### src/rtl/fifo_ready_queue_dispatcher_core_macros.svh
// Assertion macros shared by the ready queue dispatcher RTL.
`ifndef FIFO_READY_QUEUE_DISPATCHER_CORE_MACROS_SVH
`define FIFO_READY_QUEUE_DISPATCHER_CORE_MACROS_SVH

// Same-cycle implication, disabled while reset is asserted.
`define FRQD_ASSERT_NOW(label, clk, rst_n, ante, cons) \
	label: assert property (@(posedge clk) disable iff (!(rst_n)) (ante) |-> (cons)) \
		else $error("frqd check failed");

// Next-cycle implication, disabled while reset is asserted.
`define FRQD_ASSERT_NEXT(label, clk, rst_n, ante, cons) \
	label: assert property (@(posedge clk) disable iff (!(rst_n)) (ante) |=> (cons)) \
		else $error("frqd check failed");

`endif

### src/rtl/frqd_pkg.sv
// Package with constants, codes and payload types of the ready queue dispatcher.
package frqd_pkg;

	localparam int QUEUE_DEPTH = 16;
	localparam int PID_BITS = 8;
	localparam int IDX_W = $clog2(QUEUE_DEPTH);
	localparam int CNT_W = $clog2(QUEUE_DEPTH + 1);
	localparam int PID_COUNT = 1 << PID_BITS;
	localparam logic [15:0] QUANTUM_RESET = 16'd100;

	typedef enum logic {
		KIND_INSERT = 1'b0,
		KIND_DISPATCH = 1'b1
	} kind_t;

	typedef enum logic [2:0] {
		OUT_INSERTED = 3'd0,
		OUT_DUPLICATE = 3'd1,
		OUT_FULL = 3'd2,
		OUT_DISPATCHED = 3'd3,
		OUT_IDLE = 3'd4
	} outcome_t;

	typedef enum logic [1:0] {
		ST_CLEAR,
		ST_IDLE,
		ST_LOOK,
		ST_POP
	} state_t;

	typedef struct packed {
		logic kind;
		logic [7:0] proc_id;
		logic current_running;
		logic [31:0] now_time;
	} req_t;

	typedef struct packed {
		logic [2:0] outcome;
		logic [7:0] chosen_pid;
		logic [15:0] timer_load;
		logic [31:0] dispatch_time;
	} rsp_t;

endpackage

### src/rtl/fifo_ready_queue_dispatcher_core.sv
// Round-robin ready queue of process ids with dispatch to a current process.
//
// Channels: in_valid/in_ready carry one request (insert a pid, or dispatch
// the next process); out_valid/out_ready return exactly one response per
// request; cfg_valid/cfg_ready write the 16-bit time quantum (reset 100).
// The user must write the quantum only while no request is in flight; the
// block itself does not enforce this. An insert passes the states IDLE and
// LOOK, a dispatch IDLE, LOOK and POP; no new request is taken before the
// response is registered. The accept cycle reads the presence memory, the
// next decides and writes the queue memory (requeue at the tail, read at the
// head), and a dispatch spends the POP state on the registered read data of the queue.
// Both the queue (16 entries) and the presence bitmap (256 entries) are
// synchronous memories with registered read data.
// Reset: the queue is empty and no process is current; a clearing pass then
// zeroes all 256 entries of the presence memory, and requests are accepted
// from the cycle after it ends.
// Stall: a response holds in the output register while out_ready is low;
// a new request is taken in the same cycle the held response leaves.
`include "fifo_ready_queue_dispatcher_core_macros.svh"

module fifo_ready_queue_dispatcher_core (
	input  logic clk,
	input  logic arst_n,
	input  logic in_valid,
	output logic in_ready,
	input  frqd_pkg::req_t in_data,
	output logic out_valid,
	input  logic out_ready,
	output frqd_pkg::rsp_t out_data,
	input  logic cfg_valid,
	output logic cfg_ready,
	input  logic [15:0] cfg_data
);
	import frqd_pkg::*;

	state_t state_q, state_d;

	logic [15:0] quantum_q;
	logic [IDX_W-1:0] head_q, tail_q;
	logic [CNT_W-1:0] count_q, count_after, count_d;
	logic [PID_BITS-1:0] cur_pid_q;
	logic cur_valid_q;
	logic [PID_BITS-1:0] clr_q;

	logic [PID_BITS-1:0] mem_q [QUEUE_DEPTH];
	logic [PID_BITS-1:0] rdata_q;
	logic pres_q [PID_COUNT];
	logic pres_rd_q;

	logic ins_s1, try_s1, pop_s1, fwd_s1;
	logic [PID_BITS-1:0] pid_s1;
	logic [31:0] now_s1;

	logic out_valid_q;
	rsp_t out_data_q;

	logic acc, is_ins, enq_try, look, full, enq_do, pop_do, fwd;
	logic [PID_BITS-1:0] enq_pid, pop_pid;
	logic pres_we, pres_wd;
	logic [PID_BITS-1:0] pres_wa;
	logic load_ins, load_pop, clr_last;
	outcome_t ins_outcome;

	function automatic logic [IDX_W-1:0] next_slot(input logic [IDX_W-1:0] idx);
		logic [IDX_W-1:0] r;
		r = (idx == IDX_W'(QUEUE_DEPTH - 1)) ? '0 : idx + IDX_W'(1);
		return r;
	endfunction

	// Accept cycle picks the pid to look up; the lookup cycle decides the enqueue.
	always_comb begin
		acc = in_valid & in_ready;
		is_ins = (in_data.kind == KIND_INSERT);
		if (is_ins) begin
			enq_pid = in_data.proc_id[PID_BITS-1:0];
			enq_try = 1'b1;
		end else begin
			enq_pid = cur_pid_q;
			enq_try = cur_valid_q & in_data.current_running;
		end
		look = (state_q == ST_LOOK);
		full = (count_q == CNT_W'(QUEUE_DEPTH));
		enq_do = look & try_s1 & ~pres_rd_q & ~full;
		count_after = count_q + CNT_W'(enq_do);
		pop_do = look & ~ins_s1 & (count_after != '0);
		// requeue into an empty queue: the popped entry is the one just written
		fwd = enq_do & (count_q == '0);
		count_d = count_after - CNT_W'(pop_do);
		if (pres_rd_q) begin
			ins_outcome = OUT_DUPLICATE;
		end else if (full) begin
			ins_outcome = OUT_FULL;
		end else begin
			ins_outcome = OUT_INSERTED;
		end
		load_ins = look & ins_s1;
		load_pop = (state_q == ST_POP);
		pop_pid = fwd_s1 ? cur_pid_q : rdata_q;
		clr_last = (clr_q == PID_BITS'(PID_COUNT - 1));
		// one write port on the presence memory: clear pass, set on enqueue, drop on pop
		pres_we = 1'b0;
		pres_wa = clr_q;
		pres_wd = 1'b0;
		if (state_q == ST_CLEAR) begin
			pres_we = 1'b1;
		end else if (enq_do) begin
			pres_we = 1'b1;
			pres_wa = pid_s1;
			pres_wd = 1'b1;
		end else if (load_pop && pop_s1) begin
			pres_we = 1'b1;
			pres_wa = pop_pid;
		end
	end

	// Next state.
	always_comb begin
		state_d = state_q;
		unique case (state_q)
			ST_CLEAR: begin
				if (clr_last) state_d = ST_IDLE;
			end
			ST_IDLE: begin
				if (acc) state_d = ST_LOOK;
			end
			ST_LOOK: begin
				state_d = ins_s1 ? ST_IDLE : ST_POP;
			end
			ST_POP: begin
				state_d = ST_IDLE;
			end
			default: state_d = ST_IDLE;
		endcase
	end

	// Handshake outputs.
	always_comb begin
		unique case (state_q)
			ST_IDLE: in_ready = !out_valid_q || out_ready;
			ST_CLEAR, ST_LOOK, ST_POP: in_ready = 1'b0;
			default: in_ready = 1'b0;
		endcase
		cfg_ready = 1'b1;
		out_valid = out_valid_q;
		out_data = out_data_q;
	end

	// Queue memory: write at tail, read at head, registered read data.
	always_ff @(posedge clk) begin
		if (enq_do) mem_q[tail_q] <= pid_s1;
		if (pop_do) rdata_q <= mem_q[head_q];
	end

	// Presence memory: one write port, registered read data.
	always_ff @(posedge clk) begin
		if (pres_we) pres_q[pres_wa] <= pres_wd;
		if (acc) pres_rd_q <= pres_q[enq_pid];
	end

	always_ff @(posedge clk or negedge arst_n) begin
		if (!arst_n) begin
			state_q <= ST_CLEAR;
			clr_q <= '0;
			quantum_q <= QUANTUM_RESET;
			head_q <= '0;
			tail_q <= '0;
			count_q <= '0;
			cur_pid_q <= '0;
			cur_valid_q <= 1'b0;
			ins_s1 <= 1'b0;
			try_s1 <= 1'b0;
			pid_s1 <= '0;
			pop_s1 <= 1'b0;
			fwd_s1 <= 1'b0;
			out_valid_q <= 1'b0;
		end else begin
			state_q <= state_d;
			if (state_q == ST_CLEAR) clr_q <= clr_q + PID_BITS'(1);
			if (cfg_valid && cfg_ready) quantum_q <= cfg_data;
			if (acc) begin
				ins_s1 <= is_ins;
				try_s1 <= enq_try;
				pid_s1 <= enq_pid;
			end
			if (look) begin
				count_q <= count_d;
				pop_s1 <= pop_do;
				fwd_s1 <= fwd;
			end
			if (enq_do) tail_q <= next_slot(tail_q);
			if (pop_do) head_q <= next_slot(head_q);
			if (load_pop) begin
				if (pop_s1) begin
					cur_pid_q <= pop_pid;
					cur_valid_q <= 1'b1;
				end else begin
					cur_pid_q <= '0;
					cur_valid_q <= 1'b0;
				end
			end
			if (load_ins || load_pop) begin
				out_valid_q <= 1'b1;
			end else if (out_ready) begin
				out_valid_q <= 1'b0;
			end
		end
	end

	// Payload registers.
	always_ff @(posedge clk) begin
		if (acc) now_s1 <= in_data.now_time;
		if (load_ins) begin
			out_data_q.outcome <= ins_outcome;
			out_data_q.chosen_pid <= '0;
			out_data_q.timer_load <= '0;
			out_data_q.dispatch_time <= '0;
		end else if (load_pop) begin
			if (pop_s1) begin
				out_data_q.outcome <= OUT_DISPATCHED;
				out_data_q.chosen_pid <= 8'(pop_pid);
				out_data_q.timer_load <= quantum_q;
				out_data_q.dispatch_time <= now_s1;
			end else begin
				out_data_q.outcome <= OUT_IDLE;
				out_data_q.chosen_pid <= '0;
				out_data_q.timer_load <= '0;
				out_data_q.dispatch_time <= '0;
			end
		end
	end

	`FRQD_ASSERT_NOW(a_count_bound, clk, arst_n, 1'b1, count_q <= CNT_W'(QUEUE_DEPTH))
	`FRQD_ASSERT_NOW(a_busy_out_free, clk, arst_n, state_q != ST_IDLE, !out_valid_q)
	`FRQD_ASSERT_NEXT(a_pop_one_cycle, clk, arst_n, state_q == ST_POP, state_q == ST_IDLE)
	`FRQD_ASSERT_NEXT(a_accept_to_look, clk, arst_n, acc, state_q == ST_LOOK)

endmodule
### config.mk
export PLATFORM = sky130hd
export DESIGN_NAME = fifo_ready_queue_dispatcher_core
export DESIGN_NICKNAME = d
export VERILOG_FILES = /design/src/rtl/frqd_pkg.sv /design/src/rtl/fifo_ready_queue_dispatcher_core.sv
export VERILOG_INCLUDE_DIRS = /design/src /design/src/rtl
export SDC_FILE = /design/constraint.sdc
export NUM_CORES = 1
export LEC_CHECK = 0
export ABC_CLOCK_PERIOD_IN_PS = 20500
export BUFFER_PORTS_ARGS = -buffer_cell sky130_fd_sc_hd__buf_4
export CAP_MARGIN = 20
export CORE_ASPECT_RATIO = 1.25
export CORE_UTILIZATION = 35
export DETAILED_ROUTE_END_ITERATION = 16
export GPL_TIMING_DRIVEN = 0
export PLACE_DENSITY = 0.58
export SETUP_SLACK_MARGIN = 0.2
export SYNTH_ARGS = -nofsm -noshare
export SYNTH_HDL_FRONTEND = slang
export SYNTH_SLANG_ARGS = --single-unit
### constraint.sdc
create_clock -name clk -period 20.5 [get_ports clk]
set_input_delay 2.05 -clock clk [delete_from_list [all_inputs] [get_ports clk]]
set_output_delay 2.05 -clock clk [all_outputs]
set_load 0.005 [all_outputs]
==> flow_summary.json, run 1 <==
{
  "synthMuxAreaShare": 0.1035,
  "final_common_cell": "edfxtp_1",
  "htree_levels": 2,
  "yosys.area_share.simple": 0.1161,
  "wl_per_cell_um": 22.42,
  "antenna_found_initial": 3,
  "worst_hold_path.num_cells": 1,
  "synth_edf_count": 428,
  "status": "complete, no violations",
  "synth_nets": 1703,
  "grt_setup_unrepaired": "false",
  "die_w_um": 229.6,
  "routed-via-count": 14160,
  "cp_cell_sequence": "buf_2, buf_2, mux2i_1, nor2_1, clkbuf_1, a221oi_1, o21ai_0, o211ai_1, a21oi_1, nor4_1",
  "cts_resized": 0,
  "synth.avg_cell_area_um2": 13.95,
  "grt_pass1_wl_mm": 90.69,
  "cts.clk_slew.worst_paths_ns": 0.06,
  "grt_util_met3": 0.02593,
  "syn2layout_area_growth_pct": 17.20,
  "synth_xor_area_frac": 0.006183,
  "via_per_inst": 5.248,
  "p_per_area_mw_per_mm2": 84.66,
  "finalWirelength_mm": 60.52,
  "cp_slowest_cell": "mux2i_1",
  "timing_hold_violations_final": 0,
  "cp.arrival_ns": 5.45,
  "crit_path_end_kind": "register",
  "fmax_ghz": 0.1965,
  "crit_required_ns": 20.86,
  "fin_crit_ns": 5.089,
  "start_kind": "input pin",
  "synthArstFlopShare": 0.1119,
  "drive_gt1_frac": 0.1976,
  "final_util": 0.4181,
  "portBuffers": 121,
  "numCtsBuffers": 56,
  "syn_inst": 1625,
  "critical_path.max_stage_delay_ns": 0.64,
  "finalNetCount": 1887,
  "total_power_mw": 2.249,
  "tns_ns": 0,
  "ant_nets": 0,
  "gr-usage-met2": 0.3294,
  "rows": 103,
  "final_max_slew_viol_count": 0,
  "core_mm2": 0.06353,
  "boundaryPins": 125,
  "synth_compound_area_frac": 0.05642,
  "cts.sinks": 545,
  "grt_pass1_vias": 14680,
  "initial_core_util": 0.3567,
  "post-route-period-util": 0.2482,
  "cts_tree": "yes",
  "worst_pin_slew_ns": 1.469,
  "clk_path_buf_depth": 3,
  "clk_latency_ns": 0.64,
  "setup_violations": 0,
  "hpwl_mm": 41.45,
  "track_usage": 0.1842,
  "die_h_um": 286.5,
  "grt_max_degree": 62,
  "crit_fanout": 10,
  "busiest_layer": "met2",
  "seq_area_frac_synth": 0.6841,
  "cts_setup_buffers": 0,
  "cap_viol_max_count": 0,
  "synth_fa_ha_area_frac": 0.008281,
  "synthFlopType": "edfxtp_1",
  "slew_headroom": 0.02093,
  "peakVddDrop_v": 0.00007166,
  "synth_seq_cells": 545,
  "layout_common_cells": "edfxtp_1 (428), nor2_1 (289), nand2_1 (159)",
  "drc": 0,
  "r2r_cells": 20,
  "use_met1": 0.2207,
  "leakagePower_nw": 8.508,
  "finClkSkew_ns": 0.05752,
  "postLayoutCellArea_mm2": 0.02656,
  "die-area_mm2": 0.06578,
  "dr.pass1.iters": 8,
  "cts_hold_buf": 0,
  "yosys_warnings": 0,
  "synth.distinct_cells": 63,
  "n_fill_cell": 5827,
  "crit_top_cell": "buf_2",
  "hp-class": "reg -> reg",
  "root_buffer": "clkbuf_16",
  "drtIter0Drc": 1300,
  "syn_area_mm2": 0.02266,
  "path_class": "in -> reg",
  "synth_top_family_by_area": "simple AND/OR/NAND/NOR gates",
  "gp_congestion": 0.8790,
  "placed_cell_area_mm2": 0.02474,
  "overflow": 0
}
[through the flow]
step / setup WS (ns) / hold slack (ns) / std cells
final: 15.41 / 0.4650 / 2699
after CTS: 15.47 / 0.4687 / 2697
after floorplan: 11.97 / 0.4421 / 1625
after global placement: 7.532 / 0.4446 / 2586
after detailed placement: 14.78 / 0.4537 / 2591
after global routing: 15.21 / 0.4819 / 2699
[power breakdown]
| part | internal, mW | leakage (nW) | total [mW] | switching (mW) |
|---|---|---|---|---|
| Combinational | 0.0215 | 3.06 | 0.0559 | 0.0344 |
| Sequential | 1.18 | 4.56 | 1.18 | 0.00172 |
| Clock | 0.577 | 0.889 | 1.01 | 0.432 |
| Total | 1.78 | 8.51 | 2.25 | 0.468 |
[final cells by class]
cell class / count / area (µm²) / share of cell area
flip-flops and latches: 545 / 15500 / 0.5837
multi-input cells: 947 / 6598 / 0.2484
clock buffers: 84 / 1598 / 0.06015
well taps: 840 / 1051 / 0.03957
repair buffers: 126 / 1008 / 0.03797
plain buffers: 105 / 469.2 / 0.01766
clock inverters: 22 / 225.2 / 0.008479
inverters: 28 / 105.1 / 0.003957
diodes: 2 / 5.005 / 0.0001884
[path summary, 6_finish.rpt]
| check | from | endpoint | slack (ns) |
|---|---|---|---|
| max | in_data[41] | pres_rd_q | 15.41 |
| max in group asynchronous | arst_n | clr_q[5] | 18.36 |
| max reg2reg | state_q[0] | count_q[4] | 15.59 |
| min | now_s1[15] | out_data[15] | 0.47 |
| min reg2reg | now_s1[15] | out_data[15] | 0.47 |
| min in group asynchronous | arst_n | quantum_q[14] | 1.52 |
[per-layer routing]
layer | share of wire | vias to the layer above
li1 | - | 6353
met1 | 0.39 | 7249
met2 | 0.52 | 434
met3 | 0.053 | 128
met4 | 0.038 | 0
met5 | 0 | -
[registers in the layout (all words and copies together) (netlist names)]
signal,flops
mem_q,128
rdata_q,8
out_valid,1
fwd_s1,1
try_s1,1
cur_pid_q,8
cur_valid_q,1
head_q,4
tail_q,4
now_s1,32
out_data,59
count_q,5
ins_s1,1
state_q,2
pres_rd_q,1
quantum_q,16
pop_s1,1
clr_q,8
pres_q,256
pid_s1,8
[worst max-delay path, delay by kind of cell]
kind	cells	cell delay, ns
and+or+nand+nor	2	0.81
muxes	1	0.64
AOI/OAI and AO/OA	4	1.08
buffers and inverters	3	0.85
[kinds of logic after synthesis]
logic type	count (synthesis)
and+or+nand+nor	606
DFF	545
AOI/OAI and AO/OA	169
muxes	140
buffers and inverters	133
xor gates and xnor gates	16
adders and majority gates	15
other	1
[Yosys cell counts, types with 11 or more instances]
cell	instances	area share
inv_1	27	0.0045
dfrtp_1	58	0.064
dfxtp_1	56	0.049
and2_1	23	0.0063
xnor2_1	11	0.0043
buf_2	30	0.0066
ha_1	15	0.0083
nand3_1	62	0.014
a21oi_1	28	0.0062
clkbuf_1	63	0.010
mux4_2	71	0.071
nand4_1	16	0.0044
nand2b_1	18	0.0050
nand2_1	159	0.026
o21ai_0	30	0.0066
a22o_1	48	0.019
edfxtp_1	428	0.57
mux2i_1	34	0.015
nor2_1	290	0.048
mux2_2	32	0.016
No activity file was read; power rests on OpenSTA's default activity.
==> inputs of run 2 (changes only) <==
--- a/config.mk
+++ b/config.mk
@@ -6,7 +6,8 @@
 export SDC_FILE = /design/constraint.sdc
 export NUM_CORES = 1
 export LEC_CHECK = 0
-export ABC_CLOCK_PERIOD_IN_PS = 20500
+export ABC_AREA = 1
+export ABC_CLOCK_PERIOD_IN_PS = 5250
 export BUFFER_PORTS_ARGS = -buffer_cell sky130_fd_sc_hd__buf_4
 export CAP_MARGIN = 20
 export CORE_ASPECT_RATIO = 1.25
==> constraint.sdc (replaced) <==
create_clock -name clk -period 5.25 [get_ports clk]
set_input_delay 0.525 -clock clk [delete_from_list [all_inputs] [get_ports clk]]
set_output_delay 0.525 -clock clk [all_outputs]
set_load 0.005 [all_outputs]
==> run 2 against run 1 <==
Synthesized cell count rose by 43%. Die area rose by 4.7%. Routed wire length rose by 16%. Clock skew fell by 0.0022 ns. Critical path depth rose by 10. Register-to-register slack got worse by 14 ns. Clock power rose to 3.7 times the previous value. Sequential share of layout area fell by 2.2 points. Via count rose by 25%.
==> flow_summary.json, run 2 <==
{
  "status": "complete, no violations",
  "routed-via-count": 17680,
  "p_int_mw": 6.785,
  "combPwrFrac": 0.038,
  "yosysMostFrequentCell": "nand2_1",
  "crit_top_cell": "ha_1",
  "slew_headroom": 0.1954,
  "grt_max_degree": 62,
  "gp_congestion": 0.9634,
  "p_sw_mw": 1.933,
  "via_per_inst": 5.192,
  "synthFlopType": "edfxtp_1",
  "syn_inst": 2318,
  "synth_seq_cells": 545,
  "numCtsBuffers": 52,
  "antenna_found_initial": 0,
  "cap_viol_max_count": 0,
  "placed_cell_area_mm2": 0.02589,
  "power_frac_seq": 0.529,
  "cts.sinks": 545,
  "leakagePower_nw": 10.48,
  "root_buffer": "clkbuf_16",
  "crit_required_ns": 5.79,
  "hpwl_mm": 47.74,
  "finalNetCount": 2580,
  "drc": 0,
  "hp-class": "in -> async",
  "cts_hold_buf": 0,
  "largest_register_ffs": 256,
  "crit_path_end_kind": "register",
  "timing_hold_violations_final": 0,
  "peakVddDrop_v": 0.0002331,
  "synth_edf_count": 428,
  "finClkSkew_ns": 0.05532,
  "synthArstFlopShare": 0.1119,
  "yosys.area.top_type_share": 0.5413,
  "cp.arrival_ns": 4.45,
  "pre_cts_ws_ns": 1.321,
  "cts_setup_buffers": 0,
  "largest-register": "pres_q",
  "core_mm2": 0.06698,
  "die_h_um": 293.2,
  "setup_violations": 0,
  "grt_setup_unrepaired": "false",
  "clk_latency_ns": 0.63,
  "synth.avg_cell_area_um2": 10.24,
  "switching_share": 0.2218,
  "initial_core_util": 0.3545,
  "post-route-period-util": 0.7450,
  "drive_gt1_frac": 0.1204,
  "cts_resized": 0,
  "yosys_warnings": 0,
  "syn2layout_area_growth_pct": 16.21,
  "boundaryPins": 125,
  "wl_per_cell_um": 20.68,
  "worst_slack_ns": 1.339,
  "synth.distinct_cells": 45,
  "seq_area_frac_synth": 0.6530,
  "portBuffers": 122,
  "cts_tree": "yes",
  "synth_nets": 2396,
  "htree_levels": 2,
  "ant_nets": 0,
  "postLayoutCellArea_mm2": 0.02759,
  "overflow": 0,
  "path_class": "reg -> reg",
  "finalWirelength_mm": 70.44,
  "cp_slowest_cell": "inv_1",
  "fin_crit_ns": 3.911,
  "path_delay_family": "adder cells",
  "critPathBufInv": 5,
  "rows": 106,
  "drtIter0Drc": 1788,
  "syn_area_mm2": 0.02374,
  "layout_common_cells": "nand2_1 (454), edfxtp_1 (428), nor2_1 (346)",
  "n_fill_cell": 6427,
  "dr.pass1.iters": 6,
  "clk_path_buf_depth": 3,
  "critical_path.max_stage_delay_ns": 0.51,
  "tns_ns": 0,
  "worst_pin_slew_ns": 1.194,
  "synth_common_cells": "nand2_1 (454), edfxtp_1 (428), nor2_1 (347), nand3_1 (273), inv_1 (249)",
  "die-area_mm2": 0.06889,
  "fmax_ghz": 0.2557,
  "cp_cell_sequence": "inv_1, ha_1, nand2_1, nor2_1, nand2_2, inv_1, buf_2, ha_1, ha_1, nand3_1, xor2_1, inv_1, nand4_1, nand2_1, inv_1, ha_1, ha_1, nand2_1, xor2_1, o21ai_0",
  "crit_fanout": 15,
  "yosysTopAreaCell": "edfxtp_1",
  "final_common_cell": "nand2_1",
  "netlist_top_cells_area": "edfxtp_1 (54%), nand2_1 (7.2%), dfrtp_1 (6.1%)",
  "p_per_area_mw_per_mm2": 316.0,
  "die_w_um": 235.0,
  "grt_pass1_vias": 17020,
  "start_kind": "register",
  "clkPwrFrac": 0.433,
  "cts.clk_slew.worst_paths_ns": 0.07,
  "final_max_slew_viol_count": 0,
  "track_usage": 0.2010,
  "grt_pass1_wl_mm": 104.8,
  "num_antenna_cells": 0
}
-- run 2: cell count changes after synthesis, moves of 23 or more --
cell / previous run / this run
nor2_1: 290 / 347
o21ai_0: 30 / 118
inv_1: 27 / 249
a32o_1: 2 / 33
mux4_2: 71 / 0
nand3_1: 62 / 273
nand2_1: 159 / 454
and2_1: 23 / 0
mux2_2: 32 / 0
a22o_1: 48 / 0
-- run 2: final timing paths --
kind | startpoint | endpoint | slack [ns] | depth (start not counted)
max in group asynchronous | arst_n | pid_s1[0] | 4.70 | 1
min in group clk | in_data[5] | now_s1[5] | 0.07 | 1
worst max register to register | state_q[0] | count_q[4] | 1.34 | 20
worst min register to register | out_data[47] | out_data[47] | 0.47 | 2
worst min-delay path | arst_n | cur_pid_q[1] | 0.003 | 1
worst max-delay path | state_q[0] | count_q[4] | 1.34 | 20
-- run 2: worst register-to-register path, delay by kind of cell (launching register included) --
family / cells / cell delay, ns
buffers and inverters: 5 / 0.99
adder cells (fa/ha/maj): 5 / 1.15
flip-flops: 1 / 0.43
AND/OR/NAND/NOR: 7 / 0.75
XOR/XNOR: 2 / 0.35
AO/OA/AOI/OAI: 1 / 0.15
-- run 2: metal layers --
| layer | track usage | wire (µm) | vias up |
|---|---|---|---|
| li1 | - | - | 8137 |
| met1 | 0.2477 | 27410 | 8596 |
| met2 | 0.3496 | 34690 | 759 |
| met3 | 0.02725 | 5121 | 191 |
| met4 | 0.09227 | 3217 | 0 |
| met5 | 0 | 0 | - |
-- run 2: area by class of cell --
cell class,instances,area [µm²],area share
well taps,864,1081,0.03918
repair buffers,130,1064,0.03855
clock inverters,31,280.3,0.01016
multi-input cells,1380,6671,0.2418
flip-flops and latches,545,15500,0.5619
plain buffers,134,601.8,0.02181
inverters,259,972.2,0.03524
clock buffers,63,1415,0.05129
-- run 2: kinds of logic (layout without fill, tap and decap cells) --
| group | after synthesis | count (layout) | synth area share |
|---|---|---|---|
| AO/OA/AOI/OAI | 220 | 220 | 0.06245 |
| XOR/XNOR | 14 | 14 | 0.005165 |
| adder cells (fa/ha/maj) | 15 | 15 | 0.007905 |
| buffers and inverters | 393 | 617 | 0.06630 |
| flip-flops | 545 | 545 | 0.6530 |
| multiplexers | 15 | 15 | 0.006324 |
| other | 1 | 1 | 0.0001580 |
| AND/OR/NAND/NOR | 1115 | 1115 | 0.1987 |
-- run 2: power by group through the flow --
stage                     sequential [mW]  combinational [mW]  clock [mW]
after CTS                            4.61               0.321        3.82
after detailed placement             4.71               0.319           0
after global placement               4.71               0.317           0
after global routing                 4.61               0.345        3.97
final                                4.61               0.328        3.78
after floorplan                      4.71               0.152           0
-- run 2: metrics by stage --
stage	power (mW)	cells	utilization	hold slack (ns)
after floorplan	4.857	2318	-	0.2294
after global routing	8.932	3406	0.4119	0.03960
after detailed placement	5.025	3312	0.3866	0.4543
after global placement	5.022	3304	0.3844	0.4435
after CTS	8.754	3406	0.4119	0.01817
final	8.718	3406	0.4119	0.003039
==> inputs of run 3 (changes only) <==
--- a/config.mk
+++ b/config.mk
@@ -6,15 +6,15 @@
 export SDC_FILE = /design/constraint.sdc
 export NUM_CORES = 1
 export LEC_CHECK = 0
-export ABC_AREA = 1
-export ABC_CLOCK_PERIOD_IN_PS = 5250
+export ABC_AREA = 0
+export ABC_CLOCK_PERIOD_IN_PS = 3300
 export BUFFER_PORTS_ARGS = -buffer_cell sky130_fd_sc_hd__buf_4
 export CAP_MARGIN = 20
 export CORE_ASPECT_RATIO = 1.25
 export CORE_UTILIZATION = 35
 export DETAILED_ROUTE_END_ITERATION = 16
 export GPL_TIMING_DRIVEN = 0
-export PLACE_DENSITY = 0.58
+export PLACE_DENSITY = 0.59
 export SETUP_SLACK_MARGIN = 0.2
 export SYNTH_ARGS = -nofsm -noshare
 export SYNTH_HDL_FRONTEND = slang
==> constraint.sdc (replaced) <==
create_clock -name clk -period 3.3 [get_ports clk]
set_input_delay 0.33 -clock clk [delete_from_list [all_inputs] [get_ports clk]]
set_output_delay 0.33 -clock clk [all_outputs]
set_load 0.005 [all_outputs]
==> run 3 against run 2 <==
Largest cell class unchanged. Total power increased by 67%. Sequential power rose by 59%. The flow now finishes with violations (setup timing). Sequential share of layout area is 7.1 points lower. First-iteration DRC count decreased by 13%. Clock skew fell by 0.011 ns. Highest routed layer is now met5. Register-to-register slack got worse by 1.5 ns.
==> flow_summary.json, run 3 (same netlist as run 1, synthesis figures left out) <==
{
  "dr.pass1.iters": 8,
  "worstHoldStart": "in_data[37]",
  "cts.sinks": 545,
  "crit_path_end_kind": "register",
  "die_w_um": 229.6,
  "clk_latency_ns": 0.63,
  "n_fill_cell": 5186,
  "gp_congestion": 0.9034,
  "r2r_cells": 14,
  "rows": 103,
  "final_cells": 2895,
  "crit_required_ns": 3.65,
  "grt_pass1_vias": 15500,
  "hpwl_mm": 41.21,
  "postLayoutCellArea_mm2": 0.03160,
  "clk_path_buf_depth": 3,
  "peakVddDrop_v": 0.0005259,
  "routed-via-count": 15580,
  "cts.clk_slew.worst_paths_ns": 0.06,
  "cap_viol_max_count": 0,
  "p_per_area_mw_per_mm2": 460.4,
  "drtIter0Drc": 1548,
  "syn2layout_area_growth_pct": 39.42,
  "clkPwrFrac": 0.466,
  "track_usage": 0.1936,
  "leakagePower_nw": 10.41,
  "core_mm2": 0.06353,
  "status": "finished with violations",
  "timing_hold_violations_final": 0,
  "startpoint": "pres_rd_q",
  "worst_hold_path.num_cells": 3,
  "path_class": "reg -> reg",
  "p_int_mw": 11.55,
  "hp-class": "in -> reg",
  "slew_headroom": 0.2887,
  "initial_core_util": 0.3567,
  "violations": "setup timing",
  "finalWirelength_mm": 66.78,
  "htree_levels": 2,
  "drive_gt1_frac": 0.4197,
  "cp.arrival_ns": 3.84,
  "portBuffers": 121,
  "finalNetCount": 2084,
  "placed_cells": 2592,
  "combPwrFrac": 0.029,
  "final_common_cell": "edfxtp_1",
  "die_h_um": 286.5,
  "root_buffer": "clkbuf_16",
  "overflow": 0,
  "wl_per_cell_um": 23.07,
  "final_max_slew_viol_count": 0,
  "p_sw_mw": 2.997,
  "boundaryPins": 125,
  "grt_setup_unrepaired": "true",
  "placed_cell_area_mm2": 0.02484,
  "rr_startpoint": "pres_rd_q",
  "start_kind": "register",
  "switching_share": 0.2060,
  "numCtsBuffers": 57,
  "ant_nets": 0,
  "antenna_found_initial": 2,
  "fmax_ghz": 0.2861,
  "finClkSkew_ns": 0.04476,
  "power_frac_seq": 0.505,
  "worst_slack_ns": -0.1948,
  "post-route-period-util": 1.059,
  "path_delay_family": "simple AND/OR/NAND/NOR gates",
  "via_per_inst": 5.381,
  "crit_top_cell": "buf_6",
  "drc": 0,
  "fin_crit_ns": 3.495,
  "critical_path.max_stage_delay_ns": 0.55,
  "cts_tree": "yes",
  "cp.depth": 14,
  "worst_pin_slew_ns": 1.037,
  "largest-register": "pres_q",
  "cp_slowest_cell": "or4_4",
  "critPathBufInv": 6,
  "layout_common_cells": "edfxtp_1 (428), buf_4 (195), nor2_4 (168)",
  "die-area_mm2": 0.06578,
  "largest_register_ffs": 256,
  "grt_max_degree": 62,
  "setup_violations": 162,
  "cp_cell_sequence": "nand3b_1, a21o_1, buf_6, buf_6, buf_6, buf_8, buf_6, mux2_4, o2bb2ai_4, nand2b_4, or4_4, nand2b_4, buf_16, nor2_4",
  "grt_pass1_wl_mm": 95.85,
  "crit_fanout": 5
}
-- run 3: changes by cell type in the layout (fill, tap and decap cells not counted), moves of 55 or more --
cell     before  now
o21ai_0     118   26
nand2_1     454  137
nor2_2        3   58
nor2_4        6  168
inv_1       249   25
buf_6         6   61
nor2_1      346   64
nand3_1     273   52
buf_4       124  195
mux4_2        0   71
-- run 3: final timing paths --
check / end / slack [ns]
worst min register to register: out_data[29] / 0.46
worst max-delay path: pres_q[132] / -0.19
worst min-delay path: pid_s1[4] / 0.1
worst max register to register: pres_q[132] / -0.19
max in group asynchronous: count_q[1] / 2.34
min in group asynchronous: tail_q[1] / 0.35
-- run 3: power groups by stage --
stage | combinational (mW) | clock (mW) | sequential [mW]
final | 0.416 | 6.78 | 7.35
after detailed placement | 0.344 | 0 | 7.49
after global routing | 0.432 | 7.13 | 7.35
after CTS | 0.405 | 6.86 | 7.35
after floorplan | 0.168 | 0 | 7.49
after global placement | 0.340 | 0 | 7.49
-- run 3: cell type report --
type	instances	area [µm²]	share of cell area
Timing Repair Buffer	322	3252	0.1029
Antenna cell	1	2.502	0.00007919
Sequential cell	545	15500	0.4907
Clock buffer	76	1559	0.04934
Buffer	105	980.9	0.03104
Tap cell	840	1051	0.03326
Multi-Input combinational cell	947	8705	0.2755
Clock inverter	31	422.9	0.01338
Inverter	28	121.4	0.003841
-- run 3: worst min-delay path, stage by stage --
cell and delay [ns]:
buf_4 0.12, mux2i_1 0.07, o21ai_0 0.16
-- run 3: layer usage --
layer / global-route usage / vias up / share of wire
met5: 0 / - / 0.00019
met4: 0.07200 / 2 / 0.047
met3: 0.03180 / 197 / 0.068
met2: 0.3482 / 634 / 0.52
met1: 0.2316 / 7957 / 0.37
li1: - / 6789 / -
-- run 3: stage by stage --
step	hold WS (ns)	utilization	setup TNS, ns	power [mW]	setup WS (ns)
global route	0.1066	0.4974	-24.91	14.91	-0.2526
floorplan	0.03441	-	-112.60	7.660	-0.4393
finish	0.09866	0.4974	-14.10	14.55	-0.1948
CTS	0.06078	0.4683	-9.722	14.62	-0.2306
global placement	0.4443	0.3892	-555.32	7.834	-1.967
detailed placement	0.4522	0.3910	-61.02	7.839	-0.7263
-- run 3: timing repair --
action                                  4_1_cts  5_1_grt
pin swaps                                    38      108
setup buffers                                75       48
hold endpoints to repair                    107        0
resized for setup                           429      329
endpoints found under the setup margin      281      335
gates cloned                                 14        8
hold buffers                                 50        0
